## src/rtl/rnd_pkg.sv

```systemverilog
// Shared constants and types for the roman numeral decoder.
`timescale 1ns / 1ps

package rnd_pkg;

    // accumulator width (signed), valid range 12..64
    localparam int ACC_WIDTH  = 32;
    localparam int SUM_W      = ACC_WIDTH + 1;
    localparam int WIDE_W     = 65;
    // signed delta per word: covers -1000 .. +2000
    localparam int DELTA_W    = 13;
    localparam int VALUE_W    = 31;
    localparam int TIER_W     = 3;
    localparam int RUN_W      = 3;
    localparam int FIFO_DEPTH = 4;
    localparam int FIFO_PTR_W = $clog2(FIFO_DEPTH);
    localparam int FIFO_CNT_W = FIFO_PTR_W + 1;

    localparam logic [TIER_W-1:0] TOP_TIER  = 3'd6;
    localparam logic [RUN_W-1:0]  RUN_LIMIT = 3'd3;
    localparam logic [RUN_W-1:0]  RUN_MAX   = 3'd4;
    localparam logic signed [WIDE_W-1:0] OUT_MAX = 65'sd2147483647;

    typedef logic signed [DELTA_W-1:0] delta_t;

    // word handed from the front to the back
    typedef struct packed {
        logic   end_flag;  // end of string: back emits a result
        logic   err;       // numeral broke a rule (end words only)
        delta_t delta;     // signed amount added to the accumulator
    } rnd_word_t;

endpackage

```

## src/rtl/roman_numeral_decoder_core.sv

```systemverilog
// An end word is stored in the queue, then its result in the result register.
// One input word per cycle unless the queue is full; character words produce no output.
// A 4-deep queue separates the front decision logic from the accumulator.
// s_tready drops only when that queue is full behind a stalled result.
// Reset (rst_n, async, active low) clears lookahead, run count, accumulator and flags.
`timescale 1ns / 1ps

module roman_numeral_decoder_core
    import rnd_pkg::*;
(
    input  logic        clk,
    input  logic        rst_n,
    input  logic        s_tvalid,
    output logic        s_tready,
    input  logic [7:0]  s_tdata,   // [7:0] char_code
    input  logic        s_tuser,   // [0] action (0 char, 1 end of string)
    output logic        m_tvalid,
    input  logic        m_tready,
    output logic [39:0] m_tdata    // [30:0] value, [31] invalid, [32] saturated, zero above
);

    logic               in_fire;
    logic               push;
    rnd_word_t          push_word;
    logic               full;
    logic               q_valid;
    rnd_word_t          q_word;
    logic               q_pop;
    logic [VALUE_W-1:0] out_value;
    logic               out_invalid;
    logic               out_saturated;

    assign s_tready = !full;
    assign in_fire  = s_tvalid && s_tready;

    rnd_front u_front (
        .clk       (clk),
        .rst_n     (rst_n),
        .in_fire   (in_fire),
        .in_end    (s_tuser),
        .in_char   (s_tdata),
        .push      (push),
        .push_word (push_word)
    );

    rnd_fifo u_fifo (
        .clk       (clk),
        .rst_n     (rst_n),
        .push      (push),
        .push_word (push_word),
        .full      (full),
        .pop_valid (q_valid),
        .pop_word  (q_word),
        .pop       (q_pop)
    );

    rnd_back u_back (
        .clk           (clk),
        .rst_n         (rst_n),
        .word_valid    (q_valid),
        .word          (q_word),
        .word_pop      (q_pop),
        .out_valid     (m_tvalid),
        .out_ready     (m_tready),
        .out_value     (out_value),
        .out_invalid   (out_invalid),
        .out_saturated (out_saturated)
    );

    assign m_tdata = {7'd0, out_saturated, out_invalid, out_value};

endmodule

```

## src/rtl/rnd_front.sv

```systemverilog
// Front end: symbol lookup, run tracking, lookahead and add/subtract decision.
`timescale 1ns / 1ps

module rnd_front
    import rnd_pkg::*;
(
    input  logic              clk,
    input  logic              rst_n,
    input  logic              in_fire,
    input  logic              in_end,
    input  logic [7:0]        in_char,
    output logic              push,
    output rnd_word_t         push_word
);

    typedef enum logic [1:0] {
        OP_ADD,
        OP_SUB,
        OP_ERR
    } op_t;

    logic [TIER_W-1:0] p0_reg, p0_next;
    logic [TIER_W-1:0] p1_reg, p1_next;
    logic [1:0]        count_reg, count_next;
    logic [RUN_W-1:0]  run_reg, run_next;
    logic              err_reg, err_next;

    logic              sym_ok;
    logic [TIER_W-1:0] tier;
    logic [TIER_W-1:0] last_tier;
    logic              same_run;
    logic [RUN_W-1:0]  run_new;
    op_t               op_char;
    op_t               op_end;
    delta_t            v0;
    delta_t            v1;
    delta_t            end_delta;
    logic              end_err;

    // symbol lookup, case-sensitive
    function automatic logic [TIER_W:0] lookup(input logic [7:0] code);
        logic [TIER_W:0] r;
        unique case (code)
            8'h49:   r = {1'b1, 3'd0};  // I
            8'h56:   r = {1'b1, 3'd1};  // V
            8'h58:   r = {1'b1, 3'd2};  // X
            8'h4C:   r = {1'b1, 3'd3};  // L
            8'h43:   r = {1'b1, 3'd4};  // C
            8'h44:   r = {1'b1, 3'd5};  // D
            8'h4D:   r = {1'b1, 3'd6};  // M
            default: r = {1'b0, 3'd0};
        endcase
        return r;
    endfunction

    function automatic delta_t sym_value(input logic [TIER_W-1:0] t);
        delta_t r;
        unique case (t)
            3'd0:    r = 13'sd1;
            3'd1:    r = 13'sd5;
            3'd2:    r = 13'sd10;
            3'd3:    r = 13'sd50;
            3'd4:    r = 13'sd100;
            3'd5:    r = 13'sd500;
            default: r = 13'sd1000;
        endcase
        return r;
    endfunction

    // decide one symbol from its successor and the one after
    function automatic op_t decide(input logic [TIER_W-1:0] cur,
                                   input logic [TIER_W-1:0] nxt,
                                   input logic              has_after,
                                   input logic [TIER_W-1:0] after);
        logic [TIER_W:0] c1;
        logic [TIER_W:0] c2;
        op_t             r;
        c1 = {1'b0, cur} + 4'd1;
        c2 = {1'b0, cur} + 4'd2;
        priority if (((c1 == {1'b0, nxt}) || (c2 == {1'b0, nxt})) && !cur[0])
            r = OP_SUB;
        else if (cur > nxt)
            r = OP_ADD;
        else if (cur == nxt)
            r = (has_after && (after > nxt)) ? OP_ERR : OP_ADD;
        else
            r = OP_ERR;
        return r;
    endfunction

    assign {sym_ok, tier} = lookup(in_char);
    assign last_tier = (count_reg == 2'd2) ? p1_reg : p0_reg;
    assign same_run  = (count_reg != 2'd0) && (last_tier == tier);
    assign run_new   = same_run ? ((run_reg >= RUN_MAX) ? RUN_MAX : run_reg + 3'd1) : 3'd1;
    assign op_char   = decide(p0_reg, p1_reg, 1'b1, tier);
    assign op_end    = decide(p0_reg, p1_reg, 1'b0, 3'd0);
    assign v0        = sym_value(p0_reg);
    assign v1        = sym_value(p1_reg);

    // end of string: fold the last one or two decisions into one delta
    always_comb
    begin
        end_err   = err_reg;
        end_delta = '0;
        unique case (count_reg)
            2'd0:    end_delta = '0;
            2'd1:    end_delta = v0;
            default:
            begin
                end_delta = ((op_end == OP_SUB) ? -v0 : v0) + v1;
                if (op_end == OP_ERR)
                    end_err = 1'b1;
            end
        endcase
    end

    // next state and the word pushed to the queue
    always_comb
    begin
        p0_next        = p0_reg;
        p1_next        = p1_reg;
        count_next     = count_reg;
        run_next       = run_reg;
        err_next       = err_reg;
        push           = 1'b0;
        push_word      = '0;
        if (in_fire)
        begin
            if (in_end)
            begin
                push               = 1'b1;
                push_word.end_flag = 1'b1;
                push_word.err      = end_err;
                push_word.delta    = end_err ? '0 : end_delta;
                p0_next            = '0;
                p1_next            = '0;
                count_next         = 2'd0;
                run_next           = '0;
                err_next           = 1'b0;
            end
            else if (!err_reg)
            begin
                if (!sym_ok)
                    err_next = 1'b1;
                else
                begin
                    run_next = run_new;
                    if ((run_new > RUN_LIMIT) && (tier != TOP_TIER))
                        err_next = 1'b1;
                    else if (count_reg == 2'd2)
                    begin
                        unique case (op_char)
                            OP_ADD:
                            begin
                                push            = 1'b1;
                                push_word.delta = v0;
                            end
                            OP_SUB:
                            begin
                                push            = 1'b1;
                                push_word.delta = -v0;
                            end
                            default: err_next = 1'b1;
                        endcase
                        p0_next = p1_reg;
                        p1_next = tier;
                    end
                    else if (count_reg == 2'd1)
                    begin
                        p1_next    = tier;
                        count_next = 2'd2;
                    end
                    else
                    begin
                        p0_next    = tier;
                        count_next = 2'd1;
                    end
                end
            end
        end
    end

    // state registers
    always_ff @(posedge clk or negedge rst_n)
    begin
        if (!rst_n)
        begin
            p0_reg    <= '0;
            p1_reg    <= '0;
            count_reg <= 2'd0;
            run_reg   <= '0;
            err_reg   <= 1'b0;
        end
        else
        begin
            p0_reg    <= p0_next;
            p1_reg    <= p1_next;
            count_reg <= count_next;
            run_reg   <= run_next;
            err_reg   <= err_next;
        end
    end

endmodule

```

## src/rtl/rnd_fifo.sv

```systemverilog
// Short queue of decision words between front and back.
`timescale 1ns / 1ps

module rnd_fifo
    import rnd_pkg::*;
(
    input  logic      clk,
    input  logic      rst_n,
    input  logic      push,
    input  rnd_word_t push_word,
    output logic      full,
    output logic      pop_valid,
    output rnd_word_t pop_word,
    input  logic      pop
);

    rnd_word_t             mem_reg [FIFO_DEPTH];
    logic [FIFO_PTR_W-1:0] wr_ptr_reg, wr_ptr_next;
    logic [FIFO_PTR_W-1:0] rd_ptr_reg, rd_ptr_next;
    logic [FIFO_CNT_W-1:0] count_reg, count_next;
    logic                  do_push;
    logic                  do_pop;

    assign full      = (count_reg == FIFO_CNT_W'(FIFO_DEPTH));
    assign pop_valid = (count_reg != '0);
    assign pop_word  = mem_reg[rd_ptr_reg];
    assign do_push   = push && !full;
    assign do_pop    = pop && pop_valid;

    // pointer and fill count update
    always_comb
    begin
        wr_ptr_next = do_push ? wr_ptr_reg + 1'b1 : wr_ptr_reg;
        rd_ptr_next = do_pop ? rd_ptr_reg + 1'b1 : rd_ptr_reg;
        count_next  = count_reg + FIFO_CNT_W'(do_push) - FIFO_CNT_W'(do_pop);
    end

    always_ff @(posedge clk or negedge rst_n)
    begin
        if (!rst_n)
        begin
            wr_ptr_reg <= '0;
            rd_ptr_reg <= '0;
            count_reg  <= '0;
        end
        else
        begin
            wr_ptr_reg <= wr_ptr_next;
            rd_ptr_reg <= rd_ptr_next;
            count_reg  <= count_next;
        end
    end

    // storage, no reset needed
    always_ff @(posedge clk)
    begin
        if (do_push)
            mem_reg[wr_ptr_reg] <= push_word;
    end

endmodule

```

## src/rtl/rnd_back.sv

```systemverilog
// Back end: saturating accumulator and result register.
`timescale 1ns / 1ps

module rnd_back
    import rnd_pkg::*;
(
    input  logic               clk,
    input  logic               rst_n,
    input  logic               word_valid,
    input  rnd_word_t          word,
    output logic               word_pop,
    output logic               out_valid,
    input  logic               out_ready,
    output logic [VALUE_W-1:0] out_value,
    output logic               out_invalid,
    output logic               out_saturated
);

    localparam logic signed [ACC_WIDTH-1:0] ACC_MAX = {1'b0, {(ACC_WIDTH-1){1'b1}}};
    localparam logic signed [ACC_WIDTH-1:0] ACC_MIN = {1'b1, {(ACC_WIDTH-1){1'b0}}};

    logic signed [ACC_WIDTH-1:0] acc_reg, acc_next;
    logic                        clamp_reg, clamp_next;
    logic                        out_valid_reg, out_valid_next;
    logic [VALUE_W-1:0]          out_value_reg, out_value_next;
    logic                        out_inv_reg, out_inv_next;
    logic                        out_sat_reg, out_sat_next;

    logic signed [SUM_W-1:0]     sum;
    logic                        ovf;
    logic signed [ACC_WIDTH-1:0] acc_sat;
    logic signed [WIDE_W-1:0]    acc_wide;
    logic                        is_neg;
    logic                        is_big;

    // a plain word never waits; an end word waits for the result register
    assign word_pop = word_valid && (!word.end_flag || !out_valid_reg || out_ready);

    // saturating add of the signed delta
    assign sum      = SUM_W'(acc_reg) + SUM_W'(word.delta);
    assign ovf      = sum[SUM_W-1] ^ sum[SUM_W-2];
    assign acc_sat  = ovf ? (sum[SUM_W-1] ? ACC_MIN : ACC_MAX) : sum[ACC_WIDTH-1:0];
    assign acc_wide = WIDE_W'(acc_sat);
    assign is_neg   = acc_sat[ACC_WIDTH-1];
    assign is_big   = acc_wide > OUT_MAX;

    always_comb
    begin
        acc_next       = acc_reg;
        clamp_next     = clamp_reg;
        out_valid_next = out_valid_reg && !out_ready;
        out_value_next = out_value_reg;
        out_inv_next   = out_inv_reg;
        out_sat_next   = out_sat_reg;
        if (word_pop)
        begin
            if (word.end_flag)
            begin
                acc_next       = '0;
                clamp_next     = 1'b0;
                out_valid_next = 1'b1;
                out_inv_next   = word.err;
                priority if (word.err)
                begin
                    out_value_next = '0;
                    out_sat_next   = 1'b0;
                end
                else if (is_neg)
                begin
                    out_value_next = '0;
                    out_sat_next   = 1'b1;
                end
                else if (is_big)
                begin
                    out_value_next = VALUE_W'(OUT_MAX);
                    out_sat_next   = 1'b1;
                end
                else
                begin
                    out_value_next = VALUE_W'(acc_sat);
                    out_sat_next   = clamp_reg | ovf;
                end
            end
            else
            begin
                acc_next   = acc_sat;
                clamp_next = clamp_reg | ovf;
            end
        end
    end

    always_ff @(posedge clk or negedge rst_n)
    begin
        if (!rst_n)
        begin
            acc_reg       <= '0;
            clamp_reg     <= 1'b0;
            out_valid_reg <= 1'b0;
        end
        else
        begin
            acc_reg       <= acc_next;
            clamp_reg     <= clamp_next;
            out_valid_reg <= out_valid_next;
        end
    end

    // result payload
    always_ff @(posedge clk)
    begin
        out_value_reg <= out_value_next;
        out_inv_reg   <= out_inv_next;
        out_sat_reg   <= out_sat_next;
    end

    assign out_valid     = out_valid_reg;
    assign out_value     = out_value_reg;
    assign out_invalid   = out_inv_reg;
    assign out_saturated = out_sat_reg;

endmodule

```

## config.mk

```make
export PLATFORM = sky130hd
export DESIGN_NAME = roman_numeral_decoder_core
export DESIGN_NICKNAME = d
export VERILOG_FILES = /design/src/rtl/rnd_pkg.sv /design/src/rtl/roman_numeral_decoder_core.sv /design/src/rtl/rnd_front.sv /design/src/rtl/rnd_fifo.sv /design/src/rtl/rnd_back.sv
export SDC_FILE = /design/constraint.sdc
export NUM_CORES = 1
export LEC_CHECK = 0
export BUFFER_PORTS_ARGS = -buffer_cell sky130_fd_sc_hd__buf_2
export CAP_MARGIN = 20
export CORE_ASPECT_RATIO = 1.4
export CORE_UTILIZATION = 35
export CTS_BUF_LIST = sky130_fd_sc_hd__clkbuf_16
export CTS_CLUSTER_DIAMETER = 150
export DETAILED_ROUTE_END_ITERATION = 8
export PLACE_DENSITY = 0.52
export SYNTH_ARGS = -nofsm -noshare
export SYNTH_HDL_FRONTEND = slang
export SYNTH_SLANG_ARGS = --single-unit
export TNS_END_PERCENT = 20
```

## constraint.sdc

```tcl
create_clock -name clk -period 6 [get_ports clk]
set_input_delay 1.2 -clock clk [delete_from_list [all_inputs] [get_ports clk]]
set_output_delay 1.2 -clock clk [all_outputs]
set_load 0.02 [all_outputs]
```

==> summary.md, run 1 <==
| Metric | Value |
|---|---|
| Outcome | `completed` |
| Initial Utilization | `between 30% and 40%` |
| FF+latch count, synth | `between 100 and 150` |
| Vias in the first global route | `~6800` |
| GR Overflow Total | `0` |
| Max FFs per register | `60` |
| M1 WL | `~8.5 mm` |
| Setup tns final | `0 ps` |
| Hold Crit Class | `flip-flop to flip-flop` |
| Arrival time at the worst endpoint | `approximately 5400 ps` |
| DR WL met2 | `about 11 mm` |
| Max-cap viol count | `0` |
| Crit path max fanout | `18` |
| Post-CTS Hold Buffers | `0` |
| Worst reg2reg path startpoint | `u_fifo.rd_ptr_reg[0]` |
| Number of DRC markers in iteration 0 | `approximately 280` |
| Top layer reached by signal wires | `met4` |
| Post-Syn Instances | `~860` |
| Area Overhead vs Synth | `13.3%` |
| Main synth FF type | `edfxtp_1` |
| Final WL | `around 21 mm` |
| All-layer global routing usage | `between 10% and 20%` |
| Via count | `around 6600` |
| Post-CTS setup buffers | `0` |
| Clk sink count | `between 100 and 150` |
| Worst-path clk slew | `60 ps` |
| Hold Crit Start | `u_back.acc_reg[13]` |
| Rows | `69` |
| Tmin final | `5200 ps` |
| First-pass GRT wire length | `approximately 35 mm` |
| Leading cell type in the layout, fill and taps excluded | `edfxtp_1` |
| CP endpoint kind | `flip-flop` |
| CTS tree | `built` |
| Relative slew slack | `roughly 47%` |
| Initial antenna violation count | `0` |
| Worst setup startpoint | `u_fifo.rd_ptr_reg[0]` |
| Number of antenna diodes | `0` |
| Max Fclk | `~190 MHz` |
| Post-Place Cells | `roughly 1200` |
| Most frequent cells in the layout | `edfxtp_1 (93), a21oi_1 (81), nand2_1 (72), nor2_1 (71), ha_1 (64)` |
| Yosys warnings | `0` |
| RSZ-0062 raised after global routing | `no` |
| Largest net degree at the start of global routing | `54` |
| Die area | `26500 um2` |
| Library cells used by synthesis | `77` |
| Critical path type | `flip-flop to flip-flop` |
| CP startpoint kind | `flip-flop` |
| Core Footprint | `25400 um2` |
| Routed WL per cell | `between 15 and 20 um` |
| Final Hold Viols | `0` |
| Fraction of layout cells with a size suffix above 1 | `a little over an eighth` |
| Final period util | `around 87%` |
| EDFF count, synth | `93` |
| Die width | `138 um` |
| Die height | `around 190 um` |
| GPL Wtd Cong | `roughly 0.87` |
| Async SR Flop Fraction | `a little over a third` |
| Seq/Total Area, Yosys | `45.6%` |
| DRC | `0` |
| TritonRoute pass-1 iters | `4` |
| Post-Layout Cell Count | `between 1000 and 1500` |
| Max Buffers Root-to-Sink | `2` |
| Cell area after synthesis | `9040 um2` |
| Worst slew pin tran | `between 700 and 800 ps` |
| Met3 wire len | `approximately 540 um` |
| Layout Nets | `987` |
| Reg2Reg Setup Slack | `800 ps` |
| CTS resizes | `0` |
| Req. time, crit path | `6180 ps` |
| Via/cell ratio | `around 5.3` |
| Max Slew Vio Count | `0` |
| Clk Latency, worst-skew pair | `around 440 ps` |
| Setup violators final | `0` |
| DP Wirelength | `15.8 mm` |
| Root Buffer | `clkbuf_16` |
| Routed Antenna Nets | `0` |
| CTS buffer count | `17` |
| H-tree Lvls | `4` |
| Clock Skew | `16.6 ps` |
| Synth Area per Inst | `10.5 um2` |
| I/O Buffers | `between 40 and 50` |
| Number of top-level pins | `55` |
==> kinds of logic after synthesis <==
group / share of synthesized area, %
other: 0.0415
adders and majority gates: 9.53
xor gates and xnor gates: 5.14
buffers and inverters: 4.03
AOI/OAI and AO/OA: 18.2
and+or+nand+nor: 13.0
muxes: 4.54
DFF: 45.6
==> per-stage QoR <==
step | hold slack [ps] | utilization [%] | cell area, um2 | setup WS (ps)
floorplan | 445 | - | 9060 | 726
global placement | 461 | 37.8 | 9590 | 511
detailed placement | 463 | 37.9 | 9620 | 729
CTS | 480 | 40.3 | 10200 | 721
global route | 508 | 40.3 | 10200 | 377
finish | 475 | 40.3 | 10200 | 801
==> critical path, stage by stage, from the launching register on <==
cell      delay, ps
dfrtp_1         470
buf_4           300
mux4_2          540
ha_1            240
fa_1            400
a21o_1          200
a31oi_1         230
nor3_1          160
o21ai_1         260
a21oi_1         180
o41a_1          490
ha_1            480
inv_1           560
nor2_1          130
a2bb2o_1        280
==> metal layers <==
layer  vias up  track usage [%]
met5         -                0
met4         0             8.53
met3        45             2.90
met2       118             32.2
met1      3169             18.6
li1       3254                -
==> Yosys cell counts, drive strengths merged, types with 3 or more instances <==
cell type / n / area [um2]
nand4: 3 / 18.8
fa: 3 / 60.1
clkbuf: 24 / 90.1
a21oi: 83 / 423
a31oi: 11 / 83.8
a211oi: 8 / 60.1
o21ai: 45 / 225
and2: 12 / 75.1
o31ai: 5 / 37.5
a22oi: 6 / 45.0
a21o: 18 / 135
xnor2: 41 / 359
xor2: 12 / 105
ha: 64 / 801
and3: 3 / 18.8
mux4: 15 / 338
buf: 18 / 116
dfrtp: 53 / 1330
edfxtp: 93 / 2790
nor3: 11 / 55.1
nor3b: 4 / 40.0
nand3: 14 / 70.1
nand2b: 24 / 150
o22ai: 8 / 50.1
inv: 41 / 154
o21bai: 3 / 22.5
mux2i: 5 / 50.1
o211ai: 4 / 35.0
nor2b: 10 / 62.6
a22o: 21 / 184
o2bb2ai: 4 / 35.0
nor2: 74 / 288
nand2: 72 / 270
o21a: 8 / 60.1
a221o: 4 / 40.0
==> path summary, 6_finish.rpt <==
kind	to	cells after the start
worst max-delay path	u_back.out_value[26]	14
worst min-delay path	u_back.acc_reg[13]	2
worst max register to register	u_back.out_value[26]	14
worst min register to register	u_back.acc_reg[13]	2
max in group asynchronous	u_back.acc_reg[0]	2
min in group asynchronous	u_back.acc_reg[18]	2
==> layout make-up <==
cell class / count / area, um2
flip-flops and latches: 146 / 4120
clock buffers: 17 / 425
inverters: 42 / 158
multi-input cells: 640 / 4590
fillers: 2545 / 15100
well taps: 319 / 399
repair buffers: 60 / 353
clock inverters: 15 / 196
Power of run 1 is left out: the tool's default activity adds up to more than one toggle a clock period on the data nets, which glitch-free logic cannot reach.
==> run 2, diff against run 1 <==
--- a/config.mk
+++ b/config.mk
@@ -9,9 +9,10 @@
 export CAP_MARGIN = 20
 export CORE_ASPECT_RATIO = 1.4
 export CORE_UTILIZATION = 35
-export CTS_BUF_LIST = sky130_fd_sc_hd__clkbuf_16
 export CTS_CLUSTER_DIAMETER = 150
 export DETAILED_ROUTE_END_ITERATION = 8
+export GPL_ROUTABILITY_DRIVEN = 0
+export MAX_ROUTING_LAYER = met4
 export PLACE_DENSITY = 0.52
 export SYNTH_ARGS = -nofsm -noshare
 export SYNTH_HDL_FRONTEND = slang
==> summary.md, run 2 (synthesis results as in run 1) <==
| Metric | Value |
|---|---|
| Outcome | `completed` |
| Worst slew pin tran | `791 ps` |
| Max Buffers Root-to-Sink | `2` |
| Routed WL per cell | `~17 um` |
| Hold Crit Class | `flip-flop to flip-flop` |
| Clk Latency, worst-skew pair | `440 ps` |
| Area Overhead vs Synth | `13.3%` |
| Delay-heaviest family, CP | `compound AO/OA/AOI/OAI gates` |
| Max-cap viol count | `0` |
| Vias in the first global route | `~6800` |
| Die area | `26500 um2` |
| All-layer global routing usage | `between 10% and 20%` |
| GR Overflow Total | `0` |
| Root Buffer | `clkbuf_16` |
| Post-Place Cells | `around 1200` |
| Final period util | `about 87%` |
| Post-route cell area | `10200 um2` |
| Max FFs per register | `60` |
| Die width | `about 140 um` |
| Via count | `between 6000 and 7000` |
| Number of DRC markers in iteration 0 | `283` |
| Met3 wire len | `around 470 um` |
| Buf+Inv Stages, Crit Path | `2` |
| Worst-path clk slew | `roughly 60 ps` |
| CP startpoint kind | `flip-flop` |
| Relative slew slack | `between 40% and 50%` |
| Tmin final | `approximately 5200 ps` |
| Leading cell type in the layout, fill and taps excluded | `edfxtp_1` |
| Number of antenna diodes | `0` |
| Fraction of layout cells with a size suffix above 1 | `between 10% and 20%` |
| Top layer reached by signal wires | `met4` |
| Final Hold Viols | `0` |
| Die height | `roughly 190 um` |
| Post-CTS Hold Buffers | `0` |
| Layout Nets | `between 900 and 1000` |
| Worst setup startpoint | `u_fifo.rd_ptr_reg[0]` |
| RSZ-0062 raised after global routing | `no` |
| Crit path cell chain | `buf_4 > mux4_2 > ha_1 > fa_1 > a21o_1 > a31oi_1 > nor3_1 > o21ai_1 > a21oi_1 > o41a_1 > ha_1 > inv_1 > nor2_1 > a2bb2o_1` |
| Initial Utilization | `35.6%` |
| Max Fclk | `around 190 MHz` |
| CTS buffer count | `17` |
| TritonRoute pass-1 iters | `4` |
| First-pass GRT wire length | `about 35 mm` |
| CTS tree | `built` |
| Via/cell ratio | `about 5.3` |
| DP Wirelength | `between 15 and 20 mm` |
| Post-CTS setup buffers | `0` |
| Final WL | `between 20 and 25 mm` |
| CP max stage delay | `560 ps` |
| H-tree Lvls | `4` |
| Post-Layout Cell Count | `~1200` |
| Hold Crit Start | `u_back.acc_reg[13]` |
| Setup violators final | `0` |
| Largest net degree at the start of global routing | `54` |
| DRC | `0` |
| Rows | `69` |
| CP endpoint kind | `flip-flop` |
| Number of top-level pins | `between 50 and 60` |
| Clk sink count | `between 100 and 150` |
| Most frequent cells in the layout | `edfxtp_1 (93), a21oi_1 (81), nand2_1 (72), nor2_1 (71), ha_1 (64)` |
| Setup tns final | `0 ps` |
| CP max stage cell | `inv_1` |
| Core Footprint | `about 25000 um2` |
| M1 WL | `approximately 8.5 mm` |
| Routed Antenna Nets | `0` |
| DR WL met2 | `around 11 mm` |
| Arrival time at the worst endpoint | `about 5400 ps` |
| Initial antenna violation count | `0` |
| Crit path max fanout | `18` |
| Max Slew Vio Count | `0` |
| Placed Area | `just under 10000 um2` |
| Clock Skew | `about 18 ps` |
| I/O Buffers | `47` |
| Critical path type | `flip-flop to flip-flop` |
| Worst path most repeated cell | `ha_1` |
| Worst reg2reg path startpoint | `u_fifo.rd_ptr_reg[0]` |
| Req. time, crit path | `6170 ps` |
| CTS resizes | `0` |
-- run 2: tightest hold or removal path: stages, from the launching register on --
cell	delay, ps
dfrtp_1	350
nand2_1	50
nand2_1	50
-- run 2: area by class of cell --
class	instances	area, um2
clock buffers	17	425
clock inverters	15	196
fillers	2545	15100
inverters	42	158
multi-input cells	640	4590
flip-flops and latches	146	4120
well taps	319	399
repair buffers	60	353
-- run 2: through the flow --
stage | utilization (%) | worst slack, ps | hold slack (ps)
2_1_floorplan | - | 726 | 445
3_3_place_gp | 37.8 | 511 | 461
3_5_place_dp | 37.9 | 729 | 463
4_1_cts | 40.3 | 721 | 480
5_1_grt | 40.3 | 377 | 508
6_report | 40.3 | 799 | 475
-- run 2: path summary, 6_finish.rpt --
| kind | endpoint | slack [ps] | depth (start not counted) |
|---|---|---|---|
| min in group asynchronous | u_back.acc_reg[18] | 920 | 2 |
| worst min-delay path | u_back.acc_reg[13] | 480 | 2 |
| max in group asynchronous | u_back.acc_reg[0] | 4580 | 2 |
| worst min register to register | u_back.acc_reg[13] | 480 | 2 |
| worst max-delay path | u_back.out_value[26] | 800 | 14 |
| worst max register to register | u_back.out_value[26] | 800 | 14 |
-- run 2: per-layer routing --
layer	track usage, %	vias to the layer above
li1	-	3255
met1	18.6	3142
met2	32.2	116
met3	2.82	42
met4	8.53	0
met5	-	-
Power of run 2 is left out for the same reason.
==> run 3, diff against run 2 <==
==> constraint.sdc (replaced) <==
create_clock -name clk -period 5.2 [get_ports clk]
set_input_delay 1.04 -clock clk [delete_from_list [all_inputs] [get_ports clk]]
set_output_delay 1.04 -clock clk [all_outputs]
set_load 0.02 [all_outputs]
==> summary.md, run 3 (synthesis results as in run 1) <==
| Metric | Value |
|---|---|
| Area Overhead vs Synth | `14.3%` |
| Die width | `between 100 and 150 um` |
| CTS buffer count | `17` |
| Relative slew slack | `approximately half` |
| Reg-to-Reg End | `u_back.out_value[26]` |
| RSZ-0062 raised after global routing | `yes` |
| Clock Skew | `roughly 8.6 ps` |
| Worst slew pin tran | `approximately 760 ps` |
| Via/cell ratio | `~5.3` |
| Worst-path clk slew | `around 60 ps` |
| Outcome | `completed` |
| Post-route cell area | `approximately 10000 um2` |
| Most frequent cells in the layout | `edfxtp_1 (93), a21oi_1 (81), nand2_1 (72), nor2_1 (71), ha_1 (64)` |
| Reg2Reg Setup Slack | `a little under 300 ps` |
| Number of antenna diodes | `0` |
| DRC | `0` |
| Placed Area | `9710 um2` |
| H-tree Lvls | `4` |
| CP startpoint kind | `flip-flop` |
| Hold Crit Start | `u_back.acc_reg[17]` |
| Fraction of layout cells with a size suffix above 1 | `14.6%` |
| Leading cell type in the layout, fill and taps excluded | `edfxtp_1` |
| Die area | `26500 um2` |
| Hold Crit Class | `flip-flop to flip-flop` |
| Routed Antenna Nets | `0` |
| Max FFs per register | `60` |
| Number of top-level pins | `55` |
| Rows | `about 70` |
| Core Footprint | `approximately 25000 um2` |
| Root Buffer | `clkbuf_16` |
| Max Buffers Root-to-Sink | `2` |
| Via count | `~6700` |
| Vias in the first global route | `6995` |
| Setup violators final | `0` |
| Hold path depth | `2` |
| CP max stage cell | `mux4_2` |
| Die height | `a little under 200 um` |
| Initial antenna violation count | `0` |
| Crit path max fanout | `18` |
| Max Slew Vio Count | `0` |
| Final Hold Viols | `0` |
| CP endpoint kind | `flip-flop` |
| Clk Latency, worst-skew pair | `around 430 ps` |
| First-pass GRT wire length | `35.3 mm` |
| Clk sink count | `about 150` |
| Max Fclk | `around 200 MHz` |
| Final period util | `a little over nine tenths` |
| CP max stage delay | `between 500 and 600 ps` |
| Largest net degree at the start of global routing | `54` |
| Routed WL per cell | `17.2 um` |
| Initial Utilization | `between 30% and 40%` |
| Crit path cell chain | `buf_4 > mux4_2 > ha_1 > a21oi_1 > o21ai_0 > a221oi_1 > a211oi_1 > o31ai_1 > nand2_1 > a21oi_1 > o21ai_0 > xnor2_1 > ha_1 > inv_1 > nor2_1 > a2bb2o_1` |
| Max-cap viol count | `0` |
| Final WL | `21.6 mm` |
| Fill cells | `about 2500` |
| GR Overflow Total | `0` |
| Worst reg2reg path startpoint | `u_fifo.rd_ptr_reg[0]` |
| Post-CTS setup buffers | `0` |
| Tmin final | `~4900 ps` |
| Req. time, crit path | `between 5000 and 6000 ps` |
| Arrival time at the worst endpoint | `around 5000 ps` |
| Worst Reg2Reg Path Length in Cells | `16` |
| Layout Nets | `around 1000` |
| Critical path type | `flip-flop to flip-flop` |
| Number of DRC markers in iteration 0 | `between 200 and 250` |
| All-layer global routing usage | `between 10% and 20%` |
| TritonRoute pass-1 iters | `5` |
| Post-CTS Hold Buffers | `0` |
| I/O Buffers | `between 40 and 50` |
| DP Wirelength | `roughly 16 mm` |
| Hold Path End | `u_back.acc_reg[17]` |
| CTS tree | `built` |
[run 3: area by class of cell]
cell class / count / area (um2) / share of cell area (%)
clock buffer: 19 / 443 / 4.29
clock inverter: 13 / 174 / 1.68
inverter: 42 / 158 / 1.53
multi-input combinational: 640 / 4590 / 44.4
sequential: 146 / 4120 / 39.9
tap: 319 / 399 / 3.86
timing repair buffer: 74 / 450 / 4.36
[run 3: worst max path at each step]
| stage | start | endpoint | slack (ps) | cells past startpoint |
|---|---|---|---|---|
| CTS | u_fifo.rd_ptr_reg[0] | u_back.out_value[26] | 290 | 16 |
| detailed placement | u_fifo.rd_ptr_reg[0] | u_back.out_value[26] | 320 | 16 |
| finish | u_fifo.rd_ptr_reg[0] | u_back.out_value[26] | 300 | 16 |
| global placement | u_front.p0_reg[0] | u_fifo.mem_reg[1][11] | 400 | 19 |
| global route | u_fifo.rd_ptr_reg[0] | u_back.out_value[26] | -120 | 16 |
| floorplan | u_fifo.rd_ptr_reg[0] | u_back.acc_reg[21] | 140 | 18 |
[run 3: what timing repair did]
action | in CTS | in global routing
gates resized for setup | 0 | 1
endpoints found under the hold margin | 0 | 0
setup endpoints to repair | 0 | 15
[run 3: per-layer routing]
metal,vias up,global-route usage (%),wire (um)
li1,3275,-,-
met1,3208,18.2,8490
met2,130,33.2,11700
met3,44,3.33,573
met4,0,8.86,809
met5,-,-,0
[run 3: per-stage QoR]
stage               hold WS, ps  setup TNS, ps  utilization [%]  setup slack [ps]  std cells
finish                      484              0             40.7               296       1253
CTS                         482              0             40.7               288       1253
detailed placement          468              0             38.3               320       1221
global route                503           -550             40.7              -120       1253
global placement            465              0             38.3               395       1221
floorplan                   445              0                -               144        870
[run 3: worst max-delay path: cells and delay by family, from the launching register on]
| family | cells | cell delay (ps) |
|---|---|---|
| DFF | 1 | 390 |
| adders and majority gates | 2 | 720 |
| AOI/OAI and AO/OA | 8 | 1860 |
| buffers and inverters | 2 | 740 |
| xor gates and xnor gates | 1 | 140 |
| and+or+nand+nor | 2 | 270 |
| muxes | 1 | 540 |
Power of run 3 is left out for the same reason.
